File: src/sv/tak_pkg.sv
`default_nettype none
package tak_pkg;

  localparam int FRAC_BITS = 16;
  // Dividend of a gain: a covariance entry shifted up by the fraction bits.
  localparam int NUM_W = 32 + FRAC_BITS;
  // Gain denominator: covariance plus an unsigned 31-bit variance.
  localparam int DEN_W = 34;
  // Working width of sums ahead of saturation.
  localparam int SW = 52;
  localparam int PW = 66;

  typedef enum logic [4:0] {
    S_IDLE, S_DIV0, S_W0, S_DIV1, S_W1, S_DY,
    S_M1, S_M2, S_M3, S_M4, S_M5, S_M6, S_M7, S_M8, S_M9, S_M10,
    S_M11, S_M12, S_M13, S_M14, S_FIN
  } state_t;

  typedef enum logic [1:0] {
    REG_MEAS_VAR  = 2'd0,
    REG_RATE_VAR  = 2'd1,
    REG_INIT_BIAS = 2'd2,
    REG_INTERVAL  = 2'd3
  } reg_idx_t;

  typedef struct packed {
    logic                    start;
    logic signed [NUM_W-1:0] num;
    logic signed [DEN_W-1:0] den;
  } div_req_t;

  typedef struct packed {
    logic               done;
    logic signed [31:0] quo;
    logic               ovf;
  } div_rsp_t;

  function automatic logic signed [31:0] sat32(input logic signed [SW-1:0] v);
    if (v > SW'(64'sd2147483647)) return 32'sh7fffffff;
    if (v < -SW'(64'sd2147483648)) return 32'sh80000000;
    return v[31:0];
  endfunction

  function automatic logic ovf32(input logic signed [SW-1:0] v);
    return (v > SW'(64'sd2147483647)) || (v < -SW'(64'sd2147483648));
  endfunction

endpackage
`default_nettype wire

File: src/sv/tak_div.sv
`default_nettype none
// Signed restoring divider, one quotient bit a cycle, truncating toward zero.
// The quotient is saturated to signed 32 bits.
module tak_div (
  input  wire logic              clk,
  input  wire logic              rst,
  input  wire tak_pkg::div_req_t req,
  output tak_pkg::div_rsp_t      rsp
);
  localparam int NW = tak_pkg::NUM_W;
  localparam int DW = tak_pkg::DEN_W;
  localparam int CW = $clog2(NW);

  logic          busy;
  logic [CW-1:0] cnt;
  logic [NW-1:0] qn;
  logic [DW:0]   rem;
  logic [DW-1:0] dmag;
  logic          neg;

  logic [DW:0]   rem_sh;
  logic          take;
  logic [DW:0]   rem_next;
  logic [NW-1:0] qn_next;

  always_comb begin
    rem_sh   = {rem[DW-1:0], qn[NW-1]};
    take     = rem_sh >= {1'b0, dmag};
    rem_next = take ? rem_sh - {1'b0, dmag} : rem_sh;
    qn_next  = {qn[NW-2:0], take};
  end

  always_ff @(posedge clk) begin
    if (rst) begin
      busy     <= 1'b0;
      rsp.done <= 1'b0;
    end else begin
      rsp.done <= busy && !req.start && (cnt == CW'(NW - 1));
      if (req.start) begin
        busy <= 1'b1;
        cnt  <= '0;
        rem  <= '0;
        qn   <= req.num[NW-1] ? NW'(-req.num) : NW'(req.num);
        dmag <= req.den[DW-1] ? DW'(-req.den) : DW'(req.den);
        neg  <= req.num[NW-1] ^ req.den[DW-1];
      end else if (busy) begin
        rem <= rem_next;
        qn  <= qn_next;
        cnt <= cnt + 1'b1;
        if (cnt == CW'(NW - 1)) begin
          busy <= 1'b0;
          if (!neg) begin
            rsp.ovf <= qn_next > NW'(32'h7fffffff);
            rsp.quo <= (qn_next > NW'(32'h7fffffff)) ? 32'sh7fffffff : qn_next[31:0];
          end else begin
            rsp.ovf <= qn_next > NW'(33'h080000000);
            rsp.quo <= (qn_next > NW'(33'h080000000)) ? 32'sh80000000
                                                       : 32'(-qn_next[31:0]);
          end
        end
      end
    end
  end
endmodule
`default_nettype wire

File: config.mk
export PLATFORM = sky130hd
export DESIGN_NAME = tak_div
export DESIGN_NICKNAME = d
export VERILOG_FILES = /design/src/sv/tak_pkg.sv /design/src/sv/tak_div.sv
export SDC_FILE = /design/constraint.sdc
export NUM_CORES = 1
export LEC_CHECK = 0
export BUFFER_PORTS_ARGS = -buffer_cell sky130_fd_sc_hd__buf_2
export CAP_MARGIN = 20
export CELL_PAD_IN_SITES_DETAIL_PLACEMENT = 0
export CELL_PAD_IN_SITES_GLOBAL_PLACEMENT = 1
export CORE_ASPECT_RATIO = 0.75
export CORE_MARGIN = 3
export CORE_UTILIZATION = 45
export DETAILED_ROUTE_END_ITERATION = 12
export PLACE_DENSITY = 0.85
export SYNTH_ARGS = -nofsm -noshare
export SYNTH_HDL_FRONTEND = slang
export SYNTH_SLANG_ARGS = --single-unit
File: constraint.sdc
create_clock -name clk -period 6.7 [get_ports clk]
set_input_delay 0.67 -clock clk [delete_from_list [all_inputs] [get_ports clk]]
set_output_delay 0.67 -clock clk [all_outputs]
set_load 0.01 [all_outputs]
# Word-level counts from Yosys, hierarchy flattened

Index checks and enable logic that the tools add are counted.

Reductions and logical operators: 7
Bitwise logic cells: 3
Add/sub/neg operators: 5
Muxes and demuxes: 13
Equality and inequality tests: 1
Magnitude comparators: 3

Operators with widths:

| cell                                                                    | number |
|---|---|
| 48-bit 2-to-1 mux                                                       | 3 |
| 34-bit 2-to-1 mux                                                       | 2 |
| 33-bit 2-to-1 mux                                                       | 2 |
| 32-bit 2-to-1 mux                                                       | 2 |
| 48-bit by 31-bit > comparator with 1-bit output (second input constant) | 1 |
| 48-bit by 32-bit > comparator with 1-bit output (second input constant) | 1 |
| 48-bit negator                                                          | 1 |
| 35-bit by 34-bit greater-or-equal comparator with 1-bit output          | 1 |
| 34-bit negator                                                          | 1 |
| 34-bit subtractor                                                       | 1 |
| 32-bit negator                                                          | 1 |
| 6-bit by 1-bit adder with 6-bit output (second input constant)          | 1 |
| 6-bit equality test (second input constant)                             | 1 |
| 6-bit 2-to-1 mux                                                        | 1 |
| 2-bit AND reduction                                                     | 2 |
| 4-bit AND reduction                                                     | 1 |
| 1-bit 2-to-1 mux                                                        | 3 |
| 1-bit logical AND                                                       | 2 |
| 1-bit NOT                                                               | 2 |
| 2-bit nonzero test                                                      | 1 |
| 1-bit logical NOT                                                       | 1 |
| 1-bit XOR                                                               | 1 |

Bits in registers: 158

# Longest topological paths before layout

Depth in word-level cells: 4
Depth in mapped cells: 22

# Least setup slack after synthesis

Ideal clock, no wire load.

Path kind: input -> register
From: in req[82] (netlist bit)
To: reg cnt[0], enable pin
Stages: 4
Data required time: 6.165 ns
Setup slack: 1.176 ns
Arrival time: 4.989 ns
Library setup time: 0.535 ns
Cell sequence: clkbuf_1 -> clkbuf_1 -> nor2_1 -> nor2_1

Cells in the longest elaborated chain, start to end: 2

Ends and longest elaborated chain:

| element                       | RTL line      | text |
|---|---|---|
| from (decl)                   | tak_div.sv:7  | `input wire tak_pkg::div_req_t req,` |
| 2-bit nonzero test (no line)  | n/a           |  |
| 2-bit AND reduction (no line) | n/a           |  |
| to (signal assigned)          | tak_div.sv:49 | `cnt <= cnt + 1'b1;` |
| to (decl)                     | tak_div.sv:15 | `logic [CW-1:0] cnt;` |

Every way passes these cells.
A chain may end at the register's enable or synchronous reset.

# Worst setup path in the final report

From: reg rem[3]
To: reg rsp[16] (netlist bit), data pin

Cells in the longest elaborated chain, start to end: 4
Elaborated cells between the ends (all ways): 7
Those cells by class: 1 x add/sub; 3 x order compare; 3 x mux

Ends and longest elaborated chain:

| element                                                                 | RTL line                     | text |
|---|---|---|
| from (decl)                                                             | tak_div.sv:17                | `logic [DW:0] rem;` |
| from (signal assigned)                                                  | tak_div.sv:47                | `rem <= rem_next;` |
| 35-bit by 34-bit greater-or-equal comparator with 1-bit output (*)      | tak_div.sv:28                | `take = rem_sh >= {1'b0, dmag};` |
| 48-bit by 31-bit > comparator with 1-bit output (tied with other cells) | tak_div.sv:54                | `rsp.quo <= (qn_next > NW'(32'h7fffffff)) ? 32'sh7fffffff : qn_next[31:0];` |
| 32-bit 2-to-1 mux (on tied branches)                                    | tak_div.sv:54, tak_div.sv:57 |  |
| 33-bit 2-to-1 mux (*)                                                   | tak_div.sv:52                | `if (!neg) begin` |
| to (decl)                                                               | tak_div.sv:8                 | `output tak_pkg::div_rsp_t rsp` |

Mark *: on every way between the ends. The rest lies on a longest branch, timed or not.

==> impl_metrics.json <==
{
  "cts_tree": "built",
  "path_cells": "ha_1, a211oi_1, nor2_1, nor3_1, o211ai_1, o211ai_1, nand2_1, inv_1, ha_1, nor2b_1, nand4_1, o41ai_2, nand2_1, or4_1, o21ai_1, a221o_1",
  "ant_nets": 0,
  "endpoint_kind": "flop",
  "drt_iter0_markers": 861,
  "setup_ws_ps": 1650,
  "coreArea_um2": 23300,
  "grt_pass1_vias": 8254,
  "finalSetupViolCount": 0,
  "crit_fanout": 20,
  "clock_path_buffers": 2,
  "cts_buffers": 17,
  "wl_per_cell_um": 18.1,
  "ir_drop_v": 0.000201,
  "status": "completed",
  "die_width_um": 185,
  "p_int_mw": 1.95,
  "max-slew-margin-rel_pct": 28.1,
  "multiInputGateArea_um2": 5670,
  "drv_slew": 0,
  "ys.flop_type": "edfxtp_1",
  "period_needed_ps": 5050,
  "antenna_cells": 0,
  "skew_ps": 15.4,
  "p_total_mw": 2.84,
  "pre_cts_slack_ps": 1710,
  "gp_congestion": 0.904,
  "avgSynthCellArea_um2": 9.30,
  "synth_async_sr_flop_share_pct": 0,
  "cap_violations": 0,
  "seqCellArea_um2": 4720,
  "ys_ff_latch": 158,
  "tightestPinTransition_ps": 1080,
  "min_path_type": "in -> reg",
  "cts_setup_buffers": 0,
  "track_usage_pct": 21.8,
  "arrival_ps": 5340,
  "min_period_over_period_pct": 75.4,
  "rows": 48,
  "cts.reportedPaths.clkPinSlew_ps": 70,
  "antenna_found_initial": 0,
  "grt_pass1_wl_um": 45100,
  "crit_family": "simple AND/OR/NAND/NOR gates",
  "fillerInstances": 2165,
  "hold_slack_ps": 480,
  "rsz0062_at_grt": "false",
  "die_h_um": 140,
  "ys_seq_area_share_pct": 43.7,
  "hold_buffers": 0,
  "nets": 1374,
  "port_buffers": 118,
  "syn2layout_area_growth_pct": 12.7,
  "cp_slowest_stage_delay_ps": 620,
  "synthCells": 1162,
  "dp_hpwl_um": 20400,
  "via_count": 9220,
  "cts_resized": 0,
  "clock_latency_ps": 430,
  "route.detailed.drc": 0,
  "yosys_warnings": 0,
  "power_density_nw_per_um2": 233,
  "p_leak_nw": 4.56,
  "viasPerCell": 5.90,
  "ios": 119,
  "fp.dieArea_um2": 25900,
  "synth_edf_count": 156,
  "clkSinkCount": 158,
  "critPathKind": "reg -> reg",
  "max_freq_mhz": 198,
  "cts_max_level": 4,
  "first_pass_iters": 5,
  "final_cell_mix": "edfxtp_1 (156), a21oi_1 (132), nand2_1 (130)",
  "routed_wl_um": 28300,
  "critPathSlowestCell": "or4_1",
  "final_hold_viol_count": 0,
  "cts-root-buf": "clkbuf_16",
  "grt_max_degree": 103,
  "syn_nets": 1286,
  "fin_setup_tns_ps": 0,
  "seqPwrFrac_pct": 43.4,
  "critPathLaunchType": "flop",
  "p_sw_share_pct": 31.2,
  "netlist_area_um2": 10800,
  "p_switching_mw": 0.885,
  "final_common_cell": "edfxtp_1",
  "layout-drive-gt1-share_pct": 15.0,
  "combPwrFrac_pct": 23.6,
  "start_util_pct": 46.4,
  "p_clk_share_pct": 33.0,
  "synth.distinct_cells": 67,
  "required_ps": 6990,
  "cp_num_buf_inv": 1,
  "overflow": 0
}
[through the flow]
stage | area, µm² | std cells | utilization, %
after global routing | 12200 | 1563 | 52.3
final | 12200 | 1563 | 52.3
after global placement | 11600 | 1530 | 49.8
after detailed placement | 11600 | 1530 | 49.8
after floorplan | 10800 | 1162 | -
after CTS | 12200 | 1562 | 52.2
[metal layers]
layer | up-vias | wire (µm) | track usage (%) | share of wire, %
li1 | 4490 | - | - | -
met2 | 352 | 11400 | 29.5 | 40
met3 | 21 | 2100 | 3.53 | 7.4
met1 | 4357 | 14500 | 36.0 | 51
met5 | - | 0 | 0 | 0
met4 | 0 | 296 | 4.66 | 1.0
[flip-flops by register name, indices dropped and copies added (netlist names)]
register / count
busy: 1
neg: 1
cnt: 6
rsp: 34
qn: 48
rem: 34
dmag: 34
[power groups by stage]
stage	clock [mW]	sequential (mW)	combinational, mW
finish	0.937	1.23	0.669
global route	1.00	1.24	0.749
CTS	0.953	1.23	0.662
detailed placement	0	1.25	0.657
global placement	0	1.25	0.649
floorplan	0	1.23	0.481
[Yosys cell counts, drive strengths merged (6+ instances only)]
cell    count  area (µm²)
or2        12        77.6
a211oi      9        67.6
nor2      119         447
nor2b      10        62.6
nand3b      6        45.0
o31ai      30         239
buf         9        51.3
nor4       14         115
a221o       7        70.1
o41ai      22         238
ha         38         475
or3b        6        52.6
nand2b     11        68.8
nand2     130         488
clkbuf     47         178
nand3      23         115
o311ai      6        52.6
xnor2      41         359
or4        23         188
o21ai      60         300
edfxtp    156        4680
inv        53         199
nand4       9        56.3
xor2       63         552
a31oi       7        43.8
a21o       15         113
a21oi     132         661
or3        17         106
nor3       20         100
[final cells by class]
type | count | share of cell area (%)
flip-flops and latches | 158 | 38.8
clock inverters | 15 | 1.12
repair buffers | 125 | 5.30
well taps | 300 | 3.08
multi-input cells | 895 | 46.6
inverters | 53 | 1.63
clock buffers | 17 | 3.49
[cell families (layout without fill, tap and decap cells)]
family / count (synthesis) / after routing / synth area share [%]
flip-flops: 158 / 158 / 43.7
buffers and inverters: 109 / 210 / 3.96
adder cells (fa/ha/maj): 39 / 39 / 4.59
XOR/XNOR: 104 / 104 / 8.43
AO/OA/AOI/OAI: 332 / 332 / 19.9
multiplexers: 2 / 2 / 0.232
AND/OR/NAND/NOR: 418 / 418 / 19.1
[worst paths after layout]
path              startpoint      end  slack [ps]  cells past startpoint
setup / recovery      rem[3]  rsp[16]        1650                     16
hold / removal        req[0]  dmag[0]         480                      1
setup reg to reg      rem[3]  rsp[16]        1650                     16
hold reg to reg         busy  rsp[33]         520                      1
No activity file was read; power rests on OpenSTA's default activity.
